**src/data_run_list_decoder_macros.svh**
```systemverilog
// assertion helpers for the run list decoder
`ifndef DATA_RUN_LIST_DECODER_MACROS_SVH
`define DATA_RUN_LIST_DECODER_MACROS_SVH

// same-cycle implication, checked out of reset
`define DRL_ASSERT_NOW(lbl, ante, cons) \
  lbl: assert property (@(posedge clk) disable iff (!rst_n) (ante) |-> (cons)) \
    else $error("run list decoder check failed");

// next-cycle implication, checked out of reset
`define DRL_ASSERT_NEXT(lbl, ante, cons) \
  lbl: assert property (@(posedge clk) disable iff (!rst_n) (ante) |=> (cons)) \
    else $error("run list decoder check failed");

`endif

```
**src/drl_pkg.sv**
```systemverilog
package drl_pkg;

  localparam int DRL_MAX_FIELD_BYTES = 8;

  typedef enum logic [1:0] {
    PH_HEADER = 2'd0,
    PH_LENGTH = 2'd1,
    PH_OFFSET = 2'd2
  } phase_t;

  typedef enum logic [1:0] {
    KIND_RUN = 2'd0,
    KIND_END = 2'd1,
    KIND_BAD = 2'd2
  } kind_t;

  // one result from the decode logic
  typedef struct packed {
    logic               emit;
    kind_t              kind;
    logic        [63:0] run_length;
    logic signed [63:0] run_start;
  } res_t;

endpackage

```
**src/drl_in_stage.sv**
```systemverilog
module drl_in_stage import drl_pkg::*; (
  input  logic       clk,
  input  logic       rst_n,
  input  logic       in_valid,
  input  logic [7:0] in_run_byte,
  input  logic       adv,
  output logic       in_stall,
  output logic       valid_r,
  output logic [7:0] byte_r
);

  logic valid_nxt;

  // holding an item that the decode stage cannot take yet
  assign in_stall  = valid_r && !adv;
  assign valid_nxt = in_stall ? valid_r : in_valid;

  always_ff @(posedge clk) begin
    if (!rst_n) begin
      valid_r <= 1'b0;
    end else begin
      valid_r <= valid_nxt;
    end
  end

  always_ff @(posedge clk) begin
    if (in_valid && !in_stall) begin
      byte_r <= in_run_byte;
    end
  end

endmodule

```
**src/drl_core.sv**
```systemverilog
module drl_core import drl_pkg::*; #(
  parameter int MAX_FIELD_BYTES = DRL_MAX_FIELD_BYTES
) (
  input  logic       clk,
  input  logic       rst_n,
  input  logic       step,
  input  logic [7:0] run_byte,
  output res_t       res
);

  phase_t      phase_r, phase_nxt;
  logic [3:0]  left_r, left_nxt, left_dec;
  logic [3:0]  osz_r, osz_nxt;
  logic [2:0]  pos_r, pos_nxt;
  logic [63:0] len_r, len_nxt;
  logic [63:0] delta_r, delta_nxt;
  logic [63:0] prev_r, prev_nxt;
  logic [63:0] part;
  logic [63:0] ext_mask;
  logic [63:0] fin_delta;
  logic [63:0] fin_start;
  logic [3:0]  hdr_osz, hdr_lsz;

  assign part     = 64'(run_byte) << {pos_r, 3'b000};
  assign hdr_osz  = run_byte[7:4];
  assign hdr_lsz  = run_byte[3:0];
  assign left_dec = left_r - {3'd0, (left_r != 4'd0)};

  // sign extension from the last offset byte, full eight bytes taken as is
  assign ext_mask = (osz_r < 4'd8 && run_byte[7]) ? (~64'd0 << {osz_r[2:0], 3'b000})
                                                  : 64'd0;
  // a run ends in the length phase only when it is sparse: delta zero
  assign fin_delta = (phase_r == PH_OFFSET) ? ((delta_r | part) | ext_mask) : 64'd0;
  assign fin_start = prev_r + fin_delta;

  always_comb begin
    phase_nxt      = phase_r;
    left_nxt       = left_r;
    osz_nxt        = osz_r;
    pos_nxt        = pos_r;
    len_nxt        = len_r;
    delta_nxt      = delta_r;
    prev_nxt       = prev_r;
    res.emit       = 1'b0;
    res.kind       = KIND_RUN;
    res.run_length = 64'd0;
    res.run_start  = 64'sd0;
    if (step) begin
      case (phase_r)
        PH_LENGTH, PH_OFFSET: begin
          if (phase_r == PH_LENGTH) begin
            len_nxt = len_r | part;
          end else begin
            delta_nxt = delta_r | part;
          end
          pos_nxt  = pos_r + 3'd1;
          left_nxt = left_dec;
          if (left_dec == 4'd0) begin
            if (phase_r == PH_LENGTH && osz_r != 4'd0) begin
              phase_nxt = PH_OFFSET;
              left_nxt  = osz_r;
              pos_nxt   = 3'd0;
            end else begin
              phase_nxt      = PH_HEADER;
              left_nxt       = 4'd0;
              pos_nxt        = 3'd0;
              prev_nxt       = fin_start;
              res.emit       = 1'b1;
              res.kind       = KIND_RUN;
              res.run_length = len_nxt;
              res.run_start  = fin_start;
            end
          end
        end
        default: begin
          phase_nxt = PH_HEADER;
          if (run_byte == 8'd0) begin
            prev_nxt = 64'd0;
            res.emit = 1'b1;
            res.kind = KIND_END;
          end else if (hdr_osz > 4'(MAX_FIELD_BYTES) || hdr_lsz > 4'(MAX_FIELD_BYTES)) begin
            res.emit = 1'b1;
            res.kind = KIND_BAD;
          end else begin
            osz_nxt   = hdr_osz;
            len_nxt   = 64'd0;
            delta_nxt = 64'd0;
            pos_nxt   = 3'd0;
            if (hdr_lsz != 4'd0) begin
              phase_nxt = PH_LENGTH;
              left_nxt  = hdr_lsz;
            end else if (hdr_osz != 4'd0) begin
              phase_nxt = PH_OFFSET;
              left_nxt  = hdr_osz;
            end else begin
              left_nxt      = 4'd0;
              res.emit      = 1'b1;
              res.kind      = KIND_RUN;
              res.run_start = prev_r;
            end
          end
        end
      endcase
    end
  end

  always_ff @(posedge clk) begin
    if (!rst_n) begin
      phase_r <= PH_HEADER;
      left_r  <= 4'd0;
      osz_r   <= 4'd0;
      pos_r   <= 3'd0;
      len_r   <= 64'd0;
      delta_r <= 64'd0;
      prev_r  <= 64'd0;
    end else begin
      phase_r <= phase_nxt;
      left_r  <= left_nxt;
      osz_r   <= osz_nxt;
      pos_r   <= pos_nxt;
      len_r   <= len_nxt;
      delta_r <= delta_nxt;
      prev_r  <= prev_nxt;
    end
  end

endmodule

```
**src/data_run_list_decoder.sv**
```systemverilog
// channel  | direction | handshake              | payload
// in_      | input     | in_valid / in_stall    | in_run_byte
// out_     | output    | out_valid / out_stall  | out_kind, out_run_length, out_run_start
//
// one byte per cycle unless out_stall holds; the byte and then its result are registered
// the rate is set by the single decode stage: shift-in, sign extend and one 64-bit add
// reset (rst_n low, synchronous) empties both registers and returns to header phase
// out_stall holds the result register; the input register keeps taking an item
// while the decode stage can drain into it, so no cycle is lost once a stall ends
module data_run_list_decoder import drl_pkg::*; #(
  parameter int MAX_FIELD_BYTES = DRL_MAX_FIELD_BYTES
) (
  input  logic               clk,
  input  logic               rst_n,
  input  logic               in_valid,
  output logic               in_stall,
  input  logic [7:0]         in_run_byte,
  output logic               out_valid,
  input  logic               out_stall,
  output logic [1:0]         out_kind,
  output logic [63:0]        out_run_length,
  output logic signed [63:0] out_run_start
);

`include "data_run_list_decoder_macros.svh"

  logic       adv;
  logic       in_valid_r;
  logic [7:0] in_byte_r;
  res_t       res;
  logic       out_valid_r, out_valid_nxt;
  kind_t      kind_r;
  logic [63:0]        len_r;
  logic signed [63:0] start_r;

  // the decode stage moves whenever the result register is free or draining
  assign adv = !out_valid_r || !out_stall;

  drl_in_stage u_in (
    .clk         (clk),
    .rst_n       (rst_n),
    .in_valid    (in_valid),
    .in_run_byte (in_run_byte),
    .adv         (adv),
    .in_stall    (in_stall),
    .valid_r     (in_valid_r),
    .byte_r      (in_byte_r)
  );

  // header parsing, field gathering and the running start all live here
  drl_core #(
    .MAX_FIELD_BYTES (MAX_FIELD_BYTES)
  ) u_core (
    .clk      (clk),
    .rst_n    (rst_n),
    .step     (in_valid_r && adv),
    .run_byte (in_byte_r),
    .res      (res)
  );

  // result register: loads only on an item that produces a result
  assign out_valid_nxt = adv ? (in_valid_r && res.emit) : out_valid_r;

  always_ff @(posedge clk) begin
    if (!rst_n) begin
      out_valid_r <= 1'b0;
    end else begin
      out_valid_r <= out_valid_nxt;
    end
  end

  always_ff @(posedge clk) begin
    if (adv && in_valid_r && res.emit) begin
      kind_r  <= res.kind;
      len_r   <= res.run_length;
      start_r <= res.run_start;
    end
  end

  assign out_valid      = out_valid_r;
  assign out_kind       = kind_r;
  assign out_run_length = len_r;
  assign out_run_start  = start_r;

  // end markers and bad headers carry no length or start
  `DRL_ASSERT_NOW(a_nonrun_zero, out_valid_r && kind_r != KIND_RUN,
                  len_r == 64'd0 && start_r == 64'sd0)
  // the input side stalls only while it holds an item
  `DRL_ASSERT_NOW(a_stall_holds, in_stall, in_valid_r && out_valid_r && out_stall)
  // an accepted item is in the input register in the following cycle
  `DRL_ASSERT_NEXT(a_accept_lands, in_valid && !in_stall, in_valid_r)

endmodule
```
**config.mk**
```make
export PLATFORM = sky130hd
export DESIGN_NAME = data_run_list_decoder
export DESIGN_NICKNAME = d
export VERILOG_FILES = /design/src/drl_pkg.sv /design/src/drl_in_stage.sv /design/src/drl_core.sv /design/src/data_run_list_decoder.sv
export VERILOG_INCLUDE_DIRS = /design/src /design/src/src
export SDC_FILE = /design/constraint.sdc
export NUM_CORES = 1
export LEC_CHECK = 0
export BUFFER_PORTS_ARGS = -buffer_cell sky130_fd_sc_hd__buf_2
export CAP_MARGIN = 20
export CORE_UTILIZATION = 35
export DETAILED_ROUTE_END_ITERATION = 10
export HOLD_SLACK_MARGIN = 0.03
export PLACE_DENSITY = 0.53
export SYNTH_ARGS = -nofsm -noshare
export SYNTH_HDL_FRONTEND = slang
export SYNTH_SLANG_ARGS = --single-unit
export TNS_END_PERCENT = 5
```
**constraint.sdc**
```tcl
create_clock -name clk -period 12.7 [get_ports clk]
set_input_delay 0.635 -clock clk [delete_from_list [all_inputs] [get_ports clk]]
set_output_delay 0.635 -clock clk [all_outputs]
set_load 0.1 [all_outputs]
```
==> summary by stage <==
Synthesis
The number of instances in the synthesized netlist is 1933. Averaged over all synthesized cells, the footprint is ~9 um^2. Of the synthesized area, sequential elements account for a little under half. The number of nets produced by synthesis is 2014. The synthesized design contains 138 enable-type register cells. Yosys mapped the design onto 74 distinct sky130hd cell types.

The most used flip-flop cell after synthesis is dfxtp_1. For this run, asynchronously set or reset flops after synthesis account for 0%. The flip-flop and latch count after synthesis is roughly 350.

The Yosys warning count is 0. The cell area after synthesis is 0.0175 mm^2.

Floorplan
The placement row count is 81. The die is 226 um tall. The die covers 0.0510 mm^2. After floorplanning, the core was sized to cover 0.0492 mm^2. The initial core utilization is a little over a third. The count of pins on the block boundary is 144.

The floorplan step set the die width to 226 um.

Setup path
The number of stages on the worst setup path is 16. The worst setup path endpoint is out_run_start[59]. The type of the worst setup path is reg2reg. The cell repeated most along the worst path is nor2b_1. Traced cell by cell, the critical path runs through buf_4 -> nor2b_1 -> nand2b_1 -> a21oi_1 -> a211oi_1 -> nor2b_1 -> ha_1 -> a21oi_1 -> o21a_1 -> nor2b_1 -> nand4_1 -> a31oi_2 -> a211oi_1 -> a21boi_1 -> xor2_1 -> nor2_1. STA classifies the critical path startpoint as a flop. The capturing point of the worst reg2reg path is out_run_start[59]. The data required time at the worst endpoint is 12.98 ns.

The top cell family by delay on the critical path is compound AO/OA/AOI/OAI gates. The source of the worst register-to-register timing path is u_in.byte_r[7]. The largest incremental delay on the critical path is 0.58 ns. Together, buffers and inverters on the worst path number 1. The worst setup path is captured at a flop. The maximum fanout encountered on the critical timing path is 31. The beginning of the critical path is u_in.byte_r[7]. The internal reg-to-reg setup slack is 7.46 ns. Counting cells, the worst reg-to-reg path comes to 16. The signal arrival time at the worst endpoint is 5.52 ns. For this design, the slowest cell found on the critical path is a21oi_1.

Clocking
The TritonCTS clock tree is yes. The H-tree depth is 2. The number of buffers created by CTS is 39.

The number of hold buffers added after cts is 0. The largest buffer count on any clock path is 3. The number of setup buffers added after CTS is 0.

The count of cells resized by post-cts repair is 0. The library cell used as clock root buffer is clkbuf_16. The clock net in this run drives a total of 345 sinks. The later pin in the worst-skew pair is clocked with a latency of 0.57 ns.

The clock transition at the register clock pins on the worst setup and hold paths after CTS is 0.06 ns.

Placed design
During placement, the flow inserted port buffers numbering 143. Detailed placement finished with a half-perimeter wire length of approximately 35000 um. At the end of routability-driven placement, the weighted congestion stood at 0.893. Once placement finished, the instance area stood at between 0.015 and 0.02 mm^2.

Global route
The combined global-route utilization of all metal layers is 20.4%. The pin count of the biggest net entering global routing is 107. Summed over all layers, the global routing overflow is 0. The number of global-route vias before repair is 13700. The number of antenna violations at the first check in global routing is 0. The first global-routing pass estimated 81200 um of wire.

Cells and area
The final layout contains 2088 nets. Once layout is done, the placed cells without fillers occupy 0.0201 mm^2. The library cells used most frequently in the layout, excluding fill and tap cells, are nor2_1 (245), a21oi_1 (238), dfxtp_1 (207).

The commonest non-fill, non-tap cell in the layout is nor2_1. From synthesis to final layout, the design area changed by 14.4%. The share of cells above drive strength 1 is roughly an eighth. 0 antenna diodes ended up in the layout.

Power and ir drop
Combinational logic burns 12.7% of the power. The switching power as a share of total power is between 20% and 30%. The power per cell area is 136 mW/mm^2. The clock network accounts for 43.8% of the total power.

The analysis attributes to net switching a power of slightly below 0.8 mW. The overall power is 2.72 mW. The analysis attributes to cell leakage a power of 7.18 nW. Sequential cells burn 43.5% of the power. VDD sags by at most 0.0878 mV. Cell internal power was estimated by the tool at just under 2 mW.

Detailed routing
The final layout contains routed wiring with a total length of 52200 um. The DRC violation total after the first TritonRoute iteration is 1094. The detail route stage leaves a number of antenna-violating nets equal to 0. The routed length per instance is slightly below 20 um. The number of vias in the routed layout is approximately 14000. The final routed DRC violation total is 0. Before antenna repair, the detailed router went through 6 iterations. Using the TritonRoute via totals, the vias-per-cell ratio works out to between 5 and 6.

Min path
The tightest min-delay check is of the in2reg type.

STA
The shortest period the worst path allows is 5.24 ns. After layout, the worst path uses 41.2% of the clock period. The fmax is 0.191 GHz. The setup TNS after final layout is 0 ns. The headroom to the max-slew limit is 26.3%.

The final hold violation count came to 0. Setup violations remaining at the end of the flow were counted as 0. For the pin with the worst max-slew slack, the measured transition is 1.10 ns.

The clock arrives with 0.0262 ns of skew. Setup repair after global routing left no endpoint under its margin. The max-slew violation count is 0.

Status
The flow ran to the end, and the final reports show no timing, DRC or antenna violations.

Run
The reported max-cap violation count is 0.
-- cell families (layout without fill, tap and decap cells) --
kind of cell	Yosys count	count (layout)	share of synthesized area, %
AND/OR/NAND/NOR	690	690	19.0
AO/OA/AOI/OAI	604	604	21.5
flip-flops	345	345	47.2
buffers and inverters	161	266	4.06
adder cells (fa/ha/maj)	69	69	4.96
XOR/XNOR	58	58	2.89
multiplexers	6	6	0.342
-- final cells by class --
type	instances	area [um^2]
Clock buffer	44	1040
Clock inverter	28	323
Fill cell	4942	29100
Inverter	23	86.3
Multi-Input combinational cell	1427	8560
Sequential cell	345	8290
Tap cell	664	831
Timing Repair Buffer	171	946
-- how the worst min path moves through the flow --
stage	from	to	slack (ns)	cells past startpoint
2_1_floorplan	u_core.prev_r[54]	u_core.prev_r[54]	0.43	2
5_1_grt	in_run_byte[6]	u_in.byte_r[6]	0.22	1
6_report	in_run_byte[6]	u_in.byte_r[6]	0.24	1
3_3_place_gp	u_core.delta_r[63]	u_core.delta_r[63]	0.44	2
3_5_place_dp	u_core.prev_r[40]	u_core.prev_r[40]	0.45	2
4_1_cts	in_run_byte[6]	u_in.byte_r[6]	0.22	1
-- state kept, by name (all words and copies together), names as in the netlist --
register and flops:
out_valid 1, u_core.prev_r 64, u_core.pos_r 3, out_kind 2, u_in.byte_r 8, u_in.valid_r 1, u_core.osz_r 4, u_core.delta_r 64
u_core.len_r 64, out_run_length 64, out_run_start 64, u_core.left_r 4, u_core.phase_r 2
-- metal layers --
| layer | up-vias | part of all wire [%] | track usage, % |
|---|---|---|---|
| met2 | 337 | 46 | 32.6 |
| met1 | 6889 | 48 | 28.6 |
| met3 | 70 | 4.2 | 3.03 |
| met4 | 0 | 2.2 | 5.68 |
| met5 | - | 0 | 0 |
| li1 | 7075 | - | - |
-- synth_stat cells, drive strengths merged (3+ instances only) --
cell	instances	area share, %
nor4	10	0.36
inv	23	0.49
and4	4	0.20
or2	8	0.29
o211ai	5	0.21
a22oi	82	3.5
nor3	21	0.60
xnor2	34	1.7
a21oi	240	6.9
nand4	26	0.93
nand2b	6	0.21
o22ai	4	0.14
a221oi	4	0.24
buf	44	1.6
o311ai	3	0.15
o21bai	10	0.43
dfxtp	207	24
mux2i	6	0.34
a211oi	67	3.0
o21ai	100	2.9
or3	4	0.14
and3	11	0.39
nor2	246	5.3
nand3	14	0.40
a31oi	10	0.43
ha	68	4.8
o31ai	7	0.43
clkbuf	94	2.0
nor2b	162	5.8
and2	23	0.82
o21a	14	0.60
edfxtp	138	24
a21boi	15	0.64
nand2	146	3.2
a21o	26	1.1
xor2	24	1.2
-- per-stage QoR --
stage | hold WS [ns] | worst slack (ns) | util, % | cells
after CTS | 0.215 | 7.48 | 40.8 | 2700
final | 0.243 | 7.46 | 40.8 | 2702
after floorplan | 0.431 | 3.84 | - | 1933
after detailed placement | 0.451 | 7.50 | 38.0 | 2628
after global placement | 0.442 | 7.65 | 38.0 | 2627
after global routing | 0.219 | 7.13 | 40.8 | 2702
-- power by group through the flow --
stage	clock (mW)	combinational (mW)	sequential, mW
after detailed placement	0	0.345	1.21
final	1.19	0.345	1.19
after global placement	0	0.344	1.21
after global routing	1.27	0.366	1.19
after CTS	1.23	0.346	1.19
after floorplan	0	0.141	1.35
Note: power is estimated with default switching activity, not from simulation.
